$ cat config.mk
export PLATFORM = sky130hd
export DESIGN_NAME = cnf_ram
export DESIGN_NICKNAME = d
export VERILOG_FILES = /design/src/rtl/cnf_ram.sv
export SDC_FILE = /design/constraint.sdc
export NUM_CORES = 1
export LEC_CHECK = 0
export BUFFER_PORTS_ARGS = -buffer_cell sky130_fd_sc_hd__buf_2
export CORE_AREA = 2 2 124 126
export DETAILED_ROUTE_END_ITERATION = 12
export DIE_AREA = 0 0 126 128
export SLEW_MARGIN = 20
export SYNTH_ARGS = -nofsm -noshare
export SYNTH_HDL_FRONTEND = slang
export SYNTH_SLANG_ARGS = --single-unit
$ cat constraint.sdc
create_clock -name clk -period 3.8 [get_ports clk]
set_input_delay 0.38 -clock clk [delete_from_list [all_inputs] [get_ports clk]]
set_output_delay 0.38 -clock clk [all_outputs]
set_load 0.005 [all_outputs]
$ cat src/rtl/cnf_ram.sv
`timescale 1ns / 1ps
module cnf_ram #(
  parameter int WIDTH = 8,
  parameter int DEPTH = 16
) (
  input  logic                     clk,
  input  logic                     we,
  input  logic [$clog2(DEPTH)-1:0] addr,
  input  logic [WIDTH-1:0]         wdata,
  output logic [WIDTH-1:0]         rdata_r
);

  logic [WIDTH-1:0] mem [DEPTH];

  always_ff @(posedge clk) begin
    if (we) begin
      mem[addr] <= wdata;
    end
    rdata_r <= mem[addr];
  end

endmodule

==> impl_metrics.ini <==
[die]
io_pins = 22
std_cell_rows = 45
dieArea_um2 = 16100
start_util_pct = 34.1
die_w_um = 126
dieHeight_um = 128
placeableCoreArea_um2 = 14900

[worst_hold_path]
min_path_type = input pin to register

[routing]
drc = 0
drt_pre_antenna_iters = 4
initialDrtViolationCount = 280
wire_per_inst_um = 22.1
viasPerCell = 5.10
postRouteWirelength_um = 10200
ant_nets = 0
vias = 2362

[run]
maxCapViolations = 0

[synthesis]
syn_inst = 230
syn_nets = 244
ys_ff_latch = 136
netlist_area_um2 = 5070
yosysWarningCount = 0
synth_edf_count = 128
synth.avg_cell_area_um2 = 22.0
yosysUniqueCellTypes = 18
synthArstFlopShare_pct = 0
yosysSeqAreaShare_pct = 79.0
synthFlopType = edfxtp_1

[layout]
antennaDiodeCount = 0
fill_cells = 1310
area_growth_syn_to_layout_pct = 19.4
final_layout_size_suffix_gt1_share_pct = 32.4
fin_nets = 276
finalInstanceArea_um2 = 6050

[power_and_ir_drop]
irDropWorstVdd_mv = 0.297
power_leakage_nw = 1.96
power_density_nw_per_um2 = 608

[clocking]
ctsResizeCount = 0
tritoncts = done
cts_hold_buffers = 0
cts.clk_slew.worst_paths_ps = 50
clock_tree.buffer_depth = 2
clock-sinks = 136
clock_latency_ps = 410
clockRootBuffer = clkbuf_16
numCtsBuffers = 17
post-cts-setup-buffers = 0
h-tree-depth = 4

[timing]
skew_ps = 7.05
slew_viol_final = 0
hold_ws_ps = 393
fin_crit_sh_pct = 54.0
final-setup-viol-count = 0
hold_violations = 0
fmax_mhz = 487
period_minus_slack_ps = 2050
setup_tns_ps = 0
maxSlewHeadroom_pct = 35.5
rsz0062_at_grt = no
worst_pin_slew_ps = 968

[critical_path]
cp_max_fo = 39
slowest_delay_ps = 720
end_kind = register
critPathArrivalTime_ps = 2080
critPathKind = input pin to register
crit_chain = buf_2 -> nand2b_1 -> nor2_1
crit_slowest_cell = buf_2
required_ps = 3830
start_kind = input pin

[placed_design]
io_buffers = 21
postPlaceCellArea_um2 = 5380
dp_hpwl_um = 6180
gp_congestion = 0.716

[global_routing]
grt_pass1_wl_um = 15500
antenna_found_initial = 0
track_usage_pct = 13.5
first_global_vias = 2442
grt_max_degree = 40
grt.overflow.total = 0

[status]
outcome = completed
cells in the final DEF, fill, tap and decap left out:
cell type	n
edfxtp_1	128
mux4_2	32
buf_2	20
clkbuf_16	17
a22oi_1	16
nor2_1	13
nand2_1	9
dfxtp_1	8
bufinv_16	6
buf_4	4
nor2b_1	2
nand3b_1	2
nor3_2	2
nand2b_1	2
nor3_1	2
clkinv_2	2
clkinv_4	2
clkinvlp_4	2
clkbuf_1	2
and2_1	1
nand3_1	1
or3b_2	1
clkbuf_8	1
per-stage QoR:
| step | utilization [%] | power (mW) | cells | worst slack (ps) |
|---|---|---|---|---|
| 6_report | 40.7 | 3.68 | 463 | 1750 |
| 5_1_grt | 40.7 | 3.78 | 463 | 1610 |
| 2_1_floorplan | - | 1.80 | 230 | 1930 |
| 4_1_cts | 40.7 | 3.70 | 463 | 1570 |
| 3_3_place_gp | 36.1 | 1.87 | 431 | 1110 |
| 3_5_place_dp | 36.2 | 1.88 | 431 | 1150 |
metal layers:
layer  GRT usage, %  routed length, um
met5              0                  0
met1           19.5               4690
met2           19.7               4960
met4           4.27                103
met3           4.38                488
critical path, delay by kind of cell:
kind,cells,cell delay (ps)
simple gates,2,950
buf+inv,1,720
cells in the mapped netlist (4+ instances only):
| cell | n | area, um^2 |
|---|---|---|
| edfxtp_1 | 128 | 3840 |
| mux4_2 | 32 | 721 |
| a22oi_1 | 16 | 120 |
| nor2_1 | 13 | 48.8 |
| nand2_1 | 9 | 33.8 |
| dfxtp_1 | 8 | 160 |
| buf_1 | 4 | 15.0 |
| nor3_1 | 4 | 20.0 |
cells by family (layout without fill, tap and decap cells):
logic type             count (synthesis)  count (layout)  synth area share [%]
buffers and inverters                 11              56                  1.19
muxes                                 32              32                  14.2
and+or+nand+nor                       35              35                  3.21
DFF                                  136             136                  79.0
AOI/OAI and AO/OA                     16              16                  2.37
path summary, 6_finish.rpt:
path              from          to  slack (ps)  cells after the start
max            addr[1]  mem[10][7]        1750                      3
min           wdata[6]  mem[15][6]         390                      1
max reg2reg  mem[3][2]  rdata_r[2]        2420                      3
min reg2reg  mem[5][1]  rdata_r[1]         690                      3
report_power, final:
part / internal (mW) / switching, mW / total (mW)
sequential: 1.68 / 0.00974 / 1.69
clock: 1.25 / 0.588 / 1.84
combinational: 0.0612 / 0.0935 / 0.155
total: 2.99 / 0.691 / 3.68
sequential cells by signal (all words and copies together), names as in the netlist:
register and cells:
mem 128, rdata_r 8
area by class of cell:
cell class | instances | area (um^2) | area share [%]
flip-flops and latches | 136 | 4000 | 66.2
well taps | 188 | 235 | 3.89
multi-input cells | 83 | 1010 | 16.7
clock inverters | 12 | 223 | 3.68
repair buffers | 24 | 130 | 2.15
clock buffers | 20 | 447 | 7.38
(Power assumes the default switching activity.)
