## src/rtl/cnf_pkg.sv

```systemverilog
`timescale 1ns / 1ps
package cnf_pkg;

  localparam int TABLE_SIZE    = 2048;
  localparam int MAX_POINTS    = 6;
  localparam int SEARCH_RADIUS = 3;

  localparam int OCTAVE_LIMIT = 5;
  localparam int AMP_FLOOR    = 66;
  localparam int ONE_Q16      = 65536;
  localparam int SUM_MAX      = 20'hFFFFF;

  // transaction kinds
  localparam logic [1:0] KIND_PERM  = 2'd0;
  localparam logic [1:0] KIND_POINT = 2'd1;
  localparam logic [1:0] KIND_QUERY = 2'd2;

  // configuration register indexes
  localparam logic [1:0] REG_OCTAVES     = 2'd0;
  localparam logic [1:0] REG_PERSISTENCE = 2'd1;
  localparam logic [1:0] REG_OFFSET_X    = 2'd2;
  localparam logic [1:0] REG_OFFSET_Y    = 2'd3;

  localparam logic [2:0]  RST_OCTAVES     = 3'd5;
  localparam logic [15:0] RST_PERSISTENCE = 16'd19661;
  localparam logic [10:0] RST_OFFSET_X    = 11'd155;
  localparam logic [10:0] RST_OFFSET_Y    = 11'd255;

  // squared distances stay below 2^37; one spare bit
  localparam int DIST_W = 38;
  localparam int ROOT_W = DIST_W / 2;

endpackage

```

## src/rtl/cnf_isqrt.sv

```systemverilog
`timescale 1ns / 1ps
// Floor square root, one result bit per cycle.
module cnf_isqrt #(
  parameter int DW = cnf_pkg::DIST_W
) (
  input  logic            clk,
  input  logic            rst_n,
  input  logic            start,
  input  logic [DW-1:0]   din,
  output logic            done_r,
  output logic [DW/2-1:0] root_r
);

  localparam int RW = DW / 2;
  localparam int CW = $clog2(RW + 1);

  logic [DW-1:0] val_r;
  logic [RW+1:0] rem_r;
  logic [CW-1:0] cnt_r;
  logic          busy_r;

  logic [RW+1:0] rem_s;
  logic [RW+1:0] trial;
  logic          ge;

  always_comb begin
    rem_s = {rem_r[RW-1:0], val_r[DW-1:DW-2]};
    trial = {root_r, 2'b01};
    ge    = rem_s >= trial;
  end

  always_ff @(posedge clk) begin
    if (!rst_n) begin
      busy_r <= 1'b0;
      done_r <= 1'b0;
      cnt_r  <= '0;
    end else begin
      done_r <= 1'b0;
      if (start) begin
        busy_r <= 1'b1;
        cnt_r  <= CW'(RW);
      end else if (busy_r) begin
        cnt_r <= cnt_r - 1'b1;
        if (cnt_r == CW'(1)) begin
          busy_r <= 1'b0;
          done_r <= 1'b1;
        end
      end
    end
  end

  always_ff @(posedge clk) begin
    if (start) begin
      val_r  <= din;
      rem_r  <= '0;
      root_r <= '0;
    end else if (busy_r) begin
      val_r  <= {val_r[DW-3:0], 2'b00};
      rem_r  <= ge ? rem_s - trial : rem_s;
      root_r <= {root_r[RW-2:0], ge};
    end
  end

endmodule

```

## config.mk

```make
export PLATFORM = sky130hd
export DESIGN_NAME = cnf_isqrt
export DESIGN_NICKNAME = d
export VERILOG_FILES = /design/src/rtl/cnf_pkg.sv /design/src/rtl/cnf_isqrt.sv
export SDC_FILE = /design/constraint.sdc
export NUM_CORES = 1
export LEC_CHECK = 0
export ABC_AREA = 1
export BUFFER_PORTS_ARGS = -buffer_cell sky130_fd_sc_hd__buf_2
export CAP_MARGIN = 20
export CORE_ASPECT_RATIO = 0.8
export CORE_MARGIN = 2
export CORE_UTILIZATION = 57
export CTS_CLUSTER_SIZE = 10
export DETAILED_ROUTE_END_ITERATION = 6
export MAX_ROUTING_LAYER = met4
export PLACE_DENSITY = 0.84
export RECOVER_POWER = 100
export SLEW_MARGIN = 20
export SYNTH_ARGS = -nofsm -noshare
export SYNTH_HDL_FRONTEND = slang
export SYNTH_SLANG_ARGS = --single-unit
```

## constraint.sdc

```tcl
create_clock -name clk -period 4.9 [get_ports clk]
set_input_delay 0.98 -clock clk [delete_from_list [all_inputs] [get_ports clk]]
set_output_delay 0.98 -clock clk [all_outputs]
set_load 0.05 [all_outputs]
```

==> impl_metrics.py, run 1 <==
metrics = {
    "status": {
        "status": "finished with violations",
        "violations": "capacitance limit, slew limit",
    },
    "critical_path": {
        "cp_max_fo": 62,
        "crit_arrival_ns": 3.44,
        "reg2reg_to": "rem_r[2]",
        "r2r-start": "root_r[2]",
        "slowest_delay_ns": 1.25,
        "end_kind": "flop",
        "worstSetupPathType": "input pin to flop",
        "required_ns": 4.90,
        "worstPathCellList": "clkbuf_1, nor2_2, inv_4",
        "r2r_slack_ns": 1.96,
        "start_kind": "input pin",
        "r2r.worst_path.cells": 12,
        "cpMaxStageDelayCell": "clkbuf_1",
    },
    "floorplanning": {
        "fp.coreArea_sq_um": 7500,
        "fp.dieH_um": 83.2,
        "die_area_sq_um": 8570,
        "start_util_pct": 59.6,
        "num_rows": 28,
        "io_pins": 61,
        "dieWidth_um": 103,
    },
    "synthesis": {
        "synth-seq-area-share_pct": 45.7,
        "synthTopCellsByArea": "edfxtp_1 26%, dfxtp_1 20%, nand2_1 19%",
        "synth_area_per_cell_sq_um": 7.53,
        "synth_nets": 658,
        "yosysTopAreaCell": "edfxtp_1",
        "syn_inst": 594,
        "ys_ff_latch": 83,
        "yosysUniqueCellTypes": 33,
        "syn_area_sq_um": 4470,
        "yosys.area.top_type_share_pct": 25.5,
        "yosys_warnings": 0,
    },
    "sta": {
        "fmax_mhz": 291,
        "finalCriticalPeriod_ns": 3.44,
        "setup_tns_ns": 0,
        "maxSlewViolCount": 45,
        "hold_violations": 0,
        "rsz0062_at_grt": "no",
        "slew_headroom_pct": -18.7,
        "fin_crit_sh_pct": 70.1,
        "worstMarginPinSlew_ns": 1.78,
        "finalSetupViolations": 0,
        "whs_ns": 0.481,
        "fin_skew_ns": 0.00971,
    },
    "layout": {
        "fin_nets": 712,
        "instances_no_fill": 758,
        "drive_above_1_share_pct": 10.6,
        "n_antenna_cell": 0,
        "area_delta_synth_final_pct": 12.0,
    },
    "drt": {
        "vias": 3957,
        "drt_wl_total_um": 10000,
        "via_per_inst": 5.22,
        "ant_nets": 0,
        "drc": 0,
        "first_pass_iters": 5,
        "drtIter0Drc": 298,
        "wl_per_cell_um": 13.2,
    },
    "clock_tree": {
        "clock-sinks": 83,
        "root_buffer": "clkbuf_8",
        "h-tree-depth": 3,
        "cts.clk_slew.worst_paths_ns": 0.08,
        "cts-buffers-inserted": 9,
        "cts.repair.resized": 0,
        "cts_hold_buf": 0,
        "postCtsSetupRepairBufs": 0,
        "worstSkewPairLatency_ns": 0.37,
        "cts_tree": "yes",
        "clock_path_buffers": 2,
    },
    "global_routing": {
        "first_global_vias": 3786,
        "track_usage_pct": 25.6,
        "grt_start_max_net_pins": 63,
        "grt_antenna_before_repair": 0,
        "grt_overflow_total": 0,
        "grt_pass1_wl_um": 17000,
    },
    "power_and_ir_drop": {
        "p_leak_nw": 2.48,
        "p_per_area_nw_per_um2": 715,
        "finalPower_w": 0.00358,
        "ir_drop_mv": 0.435,
    },
    "min_path": {
        "hp-start": "rem_r[14]",
        "hold_end": "rem_r[14]",
        "hold_path_depth": 2,
        "hold_class": "flop to flop",
    },
    "placed_design": {
        "gp_congestion": 0.969,
        "io_buffer_count": 60,
        "dp_hpwl_um": 6990,
        "placed_cells": 742,
    },
    "run": {
        "maxCapViolations": 1,
    },
}
[kinds of logic after synthesis]
family / after synthesis / synth area share (%)
AND/OR/NAND/NOR: 322 / 29.1
flip-flops: 83 / 45.7
buffers and inverters: 90 / 7.98
AO/OA/AOI/OAI: 66 / 8.82
XOR/XNOR: 10 / 1.96
adder cells (fa/ha/maj): 23 / 6.44
[sequential cells by signal, indices dropped and copies added, names as in the netlist]
signal  count
cnt_r       5
rem_r      19
root_r     19
busy_r      1
val_r      38
done_r      1
[Yosys cell counts (all sizes together)]
cell and n:
xnor2 9, inv 71, a31oi 2, ha 23
nor2 36, edfxtp 38, nand4 2, nor3 5
o22ai 18, nand2 237, or2 4, o211ai 7
and3 1, clkinv 1, nor4 1, a221oi 1
nand3 36, dfxtp 45, a21o 2, clkbuf 12
o21bai 1, a21oi 18, buf 6, xor2 1
o21ai 17
[worst max-delay path, delay by kind of cell]
kind	cells	cell delay, ns
AND/OR/NAND/NOR	1	0.46
buffers and inverters	2	1.94
[layer usage]
metal | track usage, % | routed length [um]
met2 | 37.7 | 4440
met3 | 4.80 | 565
met5 | - | 0
met1 | 35.8 | 4860
met4 | 7.78 | 146
[per-stage QoR]
step                      cell area [sq um]  utilization (%)  setup WS [ns]
after CTS                              5030             67.1           2.01
final                                  5000             66.8           1.46
after global routing                   5000             66.8           1.20
after detailed placement               4830             64.4           1.63
after floorplan                        4470                -           1.77
after global placement                 4820             64.3           1.52
[layout make-up]
type / instances / area (sq um)
Multi-Input combinational cell: 421 / 2070
Clock buffer: 10 / 138
Fill cell: 672 / 2490
Sequential cell: 83 / 2040
Timing Repair Buffer: 61 / 282
Tap cell: 105 / 131
Clock inverter: 6 / 70.1
Inverter: 72 / 273
[how the worst max path moves through the flow]
stage / from / cells past startpoint / endpoint
finish: start / 3 / val_r[19]
global route: start / 5 / busy_r
CTS: start / 4 / root_r[2]
detailed placement: start / 4 / root_r[2]
global placement: start / 3 / val_r[37]
floorplan: start / 4 / val_r[0]
[power breakdown]
part | switching, W | internal [W] | leakage [nW] | total, W
Combinational | 0.00140 | 0.000745 | 1.63 | 0.00215
Sequential | 0.0000686 | 0.000840 | 0.757 | 0.000908
Clock | 0.000268 | 0.000253 | 0.0955 | 0.000521
[cell usage in the layout (no fill, tap or decap), types with 2 or more instances in the layout]
| cell | count |
|---|---|
| inv_2 | 3 |
| nor3_1 | 4 |
| clkbuf_1 | 21 |
| clkinvlp_4 | 3 |
| clkbuf_8 | 10 |
| nand2_1 | 233 |
| o211ai_1 | 5 |
| o211ai_2 | 2 |
| a21o_1 | 2 |
| nor2_1 | 34 |
| nand2_2 | 4 |
| a21oi_1 | 18 |
| edfxtp_1 | 38 |
| dfxtp_1 | 45 |
| o22ai_1 | 18 |
| a31oi_1 | 2 |
| inv_1 | 67 |
| nand3_1 | 36 |
| inv_6 | 2 |
| xnor2_1 | 9 |
| nor2_2 | 2 |
| o21ai_0 | 17 |
| buf_2 | 39 |
| nand4_1 | 2 |
| ha_1 | 23 |
| or2_1 | 4 |
Power figures use the tool's default switching activity.
==> run 2, diff against run 1 <==
--- a/config.mk
+++ b/config.mk
@@ -5,16 +5,16 @@
 export SDC_FILE = /design/constraint.sdc
 export NUM_CORES = 1
 export LEC_CHECK = 0
-export ABC_AREA = 1
+export ABC_AREA = 0
 export BUFFER_PORTS_ARGS = -buffer_cell sky130_fd_sc_hd__buf_2
 export CAP_MARGIN = 20
 export CORE_ASPECT_RATIO = 0.8
 export CORE_MARGIN = 2
-export CORE_UTILIZATION = 57
+export CORE_UTILIZATION = 52
 export CTS_CLUSTER_SIZE = 10
 export DETAILED_ROUTE_END_ITERATION = 6
 export MAX_ROUTING_LAYER = met4
-export PLACE_DENSITY = 0.84
+export PLACE_DENSITY = 0.81
 export RECOVER_POWER = 100
 export SLEW_MARGIN = 20
 export SYNTH_ARGS = -nofsm -noshare
==> constraint.sdc (replaced) <==
create_clock -name clk -period 3.08 [get_ports clk]
set_input_delay 0.616 -clock clk [delete_from_list [all_inputs] [get_ports clk]]
set_output_delay 0.616 -clock clk [all_outputs]
set_load 0.05 [all_outputs]
==> impl_metrics.py, run 2 <==
metrics = {
    "status": {
        "status": "finished with violations",
        "violations": "capacitance limit, slew limit",
    },
    "clock_tree": {
        "cts_tree": "yes",
        "cts.clk_slew.worst_paths_ns": 0.09,
        "clock-sinks": 83,
        "root_buffer": "clkbuf_8",
        "worstSkewPairLatency_ns": 0.36,
        "cts_hold_buf": 0,
        "h-tree-depth": 3,
        "cts-buffers-inserted": 9,
        "clock_path_buffers": 2,
    },
    "critical_path": {
        "crit_arrival_ns": 3.30,
        "worstSetupPathType": "flop to flop",
        "cp_max_fo": 5,
        "end_kind": "flop",
        "required_ns": 3.38,
        "start_kind": "flop",
    },
    "sta": {
        "finalSetupViolations": 0,
        "finalCriticalPeriod_ns": 3.00,
        "fmax_mhz": 333,
        "slew_headroom_pct": -46.6,
        "hold_violations": 0,
        "maxSlewViolCount": 47,
        "setup_tns_ns": 0,
        "fin_crit_sh_pct": 97.4,
        "fin_skew_ns": 0.00578,
        "worstMarginPinSlew_ns": 2.20,
    },
    "run": {
        "maxCapViolations": 1,
    },
    "layout": {
        "n_antenna_cell": 0,
        "fin_nets": 557,
        "area_delta_synth_final_pct": 16.1,
        "drive_above_1_share_pct": 22.7,
        "largest-register": "val_r",
        "layout_common_cells": "44 x nor2_1, 42 x dfxtp_1, 39 x buf_2, 38 x edfxtp_1, 37 x mux2_2",
        "final_common_cell": "nor2_1",
        "largestRegisters": "val_r (38), rem_r (19), root_r (19)",
        "largest_reg_flops": 38,
    },
    "synthesis": {
        "async_reset_ff_share_pct": 0,
        "yosysTopAreaCell": "edfxtp_1",
        "yosys.area.top_type_share_pct": 25.9,
        "synth_common_cells": "45 x dfxtp_1, 44 x nor2_1, 38 x edfxtp_1",
        "synth_nets": 490,
        "synth_edf_count": 38,
        "syn_inst": 426,
        "yosysMostFrequentCell": "dfxtp_1",
        "yosys_warnings": 0,
        "ys.flop_type": "dfxtp_1",
        "synth_area_per_cell_sq_um": 10.3,
        "syn_area_sq_um": 4410,
        "yosysUniqueCellTypes": 52,
        "synthTopCellsByArea": "edfxtp_1 26%, dfxtp_1 20%, mux2_2 9.5%",
        "synth-seq-area-share_pct": 46.3,
        "ys_ff_latch": 83,
    },
    "power_and_ir_drop": {
        "finalPower_w": 0.00463,
        "p_per_area_nw_per_um2": 904,
        "p_leak_nw": 2.06,
        "ir_drop_mv": 0.366,
    },
    "floorplanning": {
        "die_area_sq_um": 9230,
        "dieWidth_um": 107,
        "num_rows": 30,
        "fp.dieH_um": 86.4,
        "fp.coreArea_sq_um": 8370,
        "io_pins": 61,
        "start_util_pct": 52.7,
    },
    "placed_design": {
        "gp_congestion": 0.874,
        "io_buffer_count": 60,
        "dp_hpwl_um": 6480,
    },
    "drt": {
        "ant_nets": 0,
        "first_pass_iters": 4,
        "drt_wl_total_um": 9380,
        "drc": 0,
        "vias": 3394,
        "via_per_inst": 5.56,
        "drtIter0Drc": 149,
        "wl_per_cell_um": 15.4,
    },
    "global_routing": {
        "track_usage_pct": 20.8,
        "grt_start_max_net_pins": 47,
        "grt_antenna_before_repair": 0,
        "grt_pass1_wl_um": 14800,
        "first_global_vias": 3130,
        "grt_overflow_total": 0,
    },
    "min_path": {
        "hold_class": "flop to flop",
    },
}
==> run 2: worst max-delay path, cell delays in order, from the launching register on <==
cell and delay [ns]:
dfxtp_2 0.36, inv_1 0.07, ha_4 0.28, nand2_1 0.09
o31a_1 0.28, a221o_1 0.33, a2111o_1 0.44, a32o_2 0.33
buf_4 0.16, or4_1 0.50, nand3_1 0.09
==> run 2: logic make-up after synthesis <==
logic type | Yosys count | synth area share, %
AND/OR/NAND/NOR | 120 | 13.1
flip-flops | 83 | 46.3
AO/OA/AOI/OAI | 76 | 12.0
multiplexers | 61 | 14.9
buffers and inverters | 47 | 4.06
adder cells (fa/ha/maj) | 23 | 6.53
XOR/XNOR | 16 | 3.18
==> run 2: stage by stage <==
| stage | setup slack, ns | hold WS [ns] | instance area, sq um | utilization (%) | instances |
|---|---|---|---|---|---|
| 6_report | 0.0804 | 0.504 | 5120 | 61.2 | 610 |
| 5_1_grt | -0.00918 | 0.531 | 5120 | 61.2 | 610 |
| 4_1_cts | 0.0197 | 0.508 | 5090 | 60.8 | 606 |
| 3_5_place_dp | 0.0166 | 0.488 | 4860 | 58.1 | 590 |
| 3_3_place_gp | 0.113 | 0.482 | 4860 | 58.1 | 590 |
| 2_1_floorplan | 0.0270 | 0.440 | 4410 | - | 426 |
==> run 2: cell type report <==
class                      count  area, sq um
clock buffer                   9          124
clock inverter                 7         98.8
fill                         716         3250
inverter                      28          105
multi-input combinational    297         2240
sequential                    83         2050
tap                          112          140
timing repair buffer          74          363
==> run 2: what timing repair did <==
| item | 4_1_cts | 5_1_grt |
|---|---|---|
| endpoints found under the setup margin | 1 | 10 |
| setup buffers | 0 | 3 |
| pin swaps | 0 | 5 |
| gates cloned | 0 | 1 |
| gates resized for setup | 1 | 4 |
==> run 2: power breakdown <==
part | switching [W] | internal, W
clock | 0.000426 | 0.000464
combinational | 0.00123 | 0.00109
sequential | 0.000113 | 0.00131
total | 0.00177 | 0.00286
==> run 2: final timing paths <==
path                            startpoint         to  slack [ns]  cells after the start
worst min-delay path             rem_r[18]  rem_r[18]        0.50                      2
worst max register to register   root_r[1]   rem_r[2]        0.08                     10
worst min register to register   rem_r[18]  rem_r[18]        0.50                      2
worst max-delay path             root_r[1]   rem_r[2]        0.08                     10
==> run 2: routing by layer <==
layer / part of all wire [%] / wire length (um) / track usage [%] / vias up
li1: - / - / - / 1688
met1: 46 / 4310 / 26.7 / 1617
met2: 48 / 4490 / 34.0 / 84
met3: 5.5 / 512 / 4.66 / 5
met4: 0.76 / 71 / 4.84 / 0
met5: 0 / 0 / - / -
==> run 3, diff against run 2 <==
--- a/config.mk
+++ b/config.mk
@@ -10,12 +10,13 @@
 export CAP_MARGIN = 20
 export CORE_ASPECT_RATIO = 0.8
 export CORE_MARGIN = 2
-export CORE_UTILIZATION = 52
+export CORE_UTILIZATION = 57
 export CTS_CLUSTER_SIZE = 10
 export DETAILED_ROUTE_END_ITERATION = 6
 export MAX_ROUTING_LAYER = met4
-export PLACE_DENSITY = 0.81
+export PLACE_DENSITY = 0.84
 export RECOVER_POWER = 100
+export REMOVE_ABC_BUFFERS = 1
 export SLEW_MARGIN = 20
 export SYNTH_ARGS = -nofsm -noshare
 export SYNTH_HDL_FRONTEND = slang
==> constraint.sdc (replaced) <==
create_clock -name clk -period 3.2 [get_ports clk]
set_input_delay 0.64 -clock clk [delete_from_list [all_inputs] [get_ports clk]]
set_output_delay 0.64 -clock clk [all_outputs]
set_load 0.05 [all_outputs]
==> impl_metrics.py, run 3 (same netlist as run 2, synthesis figures left out) <==
metrics = {
    "critical_path": {
        "end_kind": "flop",
        "cpMaxStageDelayCell": "a2111o_1",
        "cp_max_fo": 6,
        "worstSetupPathType": "flop to flop",
        "slowest_delay_ns": 0.42,
        "crit_arrival_ns": 3.40,
        "start_kind": "flop",
        "worstPathCellList": "inv_1, ha_4, nand2_1, o31a_1, a221o_1, a2111o_1, a32o_2, or3b_1, a311oi_2",
        "required_ns": 3.46,
    },
    "layout": {
        "layout_common_cells": "59 x buf_2, 44 x nor2_1, 44 x dfxtp_1, 38 x edfxtp_1, 37 x mux2_2",
        "drive_above_1_share_pct": 25.9,
        "largest-register": "val_r",
        "fin_nets": 553,
        "n_fill_cell": 613,
        "n_antenna_cell": 0,
        "largestRegisters": "val_r (38), rem_r (19), root_r (19)",
        "regArea_sq_um": 2040,
        "area_delta_synth_final_pct": 14.6,
        "instances_no_fill": 599,
        "multiInputGateArea_sq_um": 2220,
        "final_common_cell": "buf_2",
        "largest_reg_flops": 38,
    },
    "global_routing": {
        "grt_overflow_total": 0,
        "grt_pass1_wl_um": 15300,
        "track_usage_pct": 24.2,
        "grt_antenna_before_repair": 0,
        "first_global_vias": 3218,
        "grt_start_max_net_pins": 58,
    },
    "sta": {
        "setup_tns_ns": 0,
        "rsz0062_at_grt": "yes",
        "slew_headroom_pct": 22.9,
        "finalSetupViolations": 0,
        "hold_violations": 0,
        "maxSlewViolCount": 0,
        "fin_crit_sh_pct": 98.3,
        "finalCriticalPeriod_ns": 3.15,
        "fin_skew_ns": 0.0127,
        "fmax_mhz": 318,
        "worstMarginPinSlew_ns": 1.15,
    },
    "drt": {
        "drt_wl_total_um": 9520,
        "wl_per_cell_um": 15.9,
        "first_pass_iters": 5,
        "drtIter0Drc": 195,
        "via_per_inst": 5.73,
        "ant_nets": 0,
        "vias": 3432,
        "drc": 0,
    },
    "power_and_ir_drop": {
        "p_comb_share_pct": 52.4,
        "pwr-share-clk_pct": 16.0,
        "p_leak_nw": 2.11,
        "p_int_w": 0.00259,
        "power_switching_w": 0.00172,
        "swShare_pct": 39.9,
        "seqPwrFrac_pct": 31.5,
        "p_per_area_nw_per_um2": 855,
        "ir_drop_mv": 0.395,
    },
    "floorplanning": {
        "num_rows": 28,
        "die_area_sq_um": 8460,
        "fp.coreArea_sq_um": 7460,
        "io_pins": 61,
        "fp.dieH_um": 82.7,
        "start_util_pct": 59.1,
        "dieWidth_um": 102,
    },
    "clock_tree": {
        "cts.clk_slew.worst_paths_ns": 0.09,
        "clock_path_buffers": 2,
        "root_buffer": "clkbuf_8",
        "cts_hold_buf": 0,
        "clock-sinks": 83,
        "cts-buffers-inserted": 9,
        "worstSkewPairLatency_ns": 0.36,
        "cts_tree": "yes",
        "h-tree-depth": 3,
    },
    "status": {
        "status": "complete, no violations",
    },
    "placed_design": {
        "placed_cells": 579,
        "gp_congestion": 0.928,
        "io_buffer_count": 60,
        "dp_hpwl_um": 6490,
    },
    "min_path": {
        "hold_class": "flop to flop",
    },
    "run": {
        "maxCapViolations": 0,
    },
}
run 3: worst max-delay path: cells and delay by family (launching register included):
family,cells,cell delay (ns)
adder cells (fa/ha/maj),1,0.29
flip-flops,1,0.37
buffers and inverters,1,0.09
AND/OR/NAND/NOR,2,0.50
AO/OA/AOI/OAI,5,1.77
run 3: cell type report:
type / instances / area share (%)
multi-input cells: 297 / 43.9
flip-flops and latches: 83 / 40.5
clock inverters: 7 / 1.02
clock buffers: 9 / 2.45
inverters: 28 / 2.08
well taps: 105 / 2.60
repair buffers: 70 / 7.48
run 3: stage by stage:
step                      total power (W)  util [%]  setup WS (ns)  area, sq um  hold slack [ns]
after global placement            0.00334      64.6          0.167         4820            0.481
after CTS                         0.00411      67.0         0.0601         5000            0.506
after floorplan                   0.00288         -         -0.298         4330            0.440
after global routing              0.00459      67.7        -0.0316         5050            0.540
final                             0.00432      67.7         0.0541         5050            0.508
after detailed placement          0.00341      64.6        0.00350         4820            0.488
run 3: power by group through the flow:
| stage | clock [W] | sequential (W) | combinational [W] |
|---|---|---|---|
| final | 0.000692 | 0.00136 | 0.00227 |
| after global routing | 0.000747 | 0.00138 | 0.00246 |
| after CTS | 0.000704 | 0.00136 | 0.00205 |
| after detailed placement | 0 | 0.00138 | 0.00203 |
| after global placement | 0 | 0.00138 | 0.00196 |
| after floorplan | 0 | 0.00137 | 0.00151 |
run 3: what timing repair did:
item,CTS,global route
hold endpoints to repair,0,0
gates resized for setup,1,4
pin swaps,0,1
setup endpoints to repair,2,5
buffers inserted,0,3
cloned,0,1
run 3: path summary, 6_finish.rpt:
| check | from | to | slack [ns] | cells after the start |
|---|---|---|---|---|
| worst max-delay path | root_r[1] | rem_r[15] | 0.05 | 9 |
| worst min-delay path | rem_r[18] | rem_r[18] | 0.51 | 2 |
| worst max register to register | root_r[1] | rem_r[15] | 0.05 | 9 |
| worst min register to register | rem_r[18] | rem_r[18] | 0.51 | 2 |
run 3: metal layers:
layer / wire length (um) / track usage [%]
met5: 0 / -
met1: 4400 / 32.1
met3: 629 / 7.15
met2: 4360 / 37.3
met4: 129 / 4.80
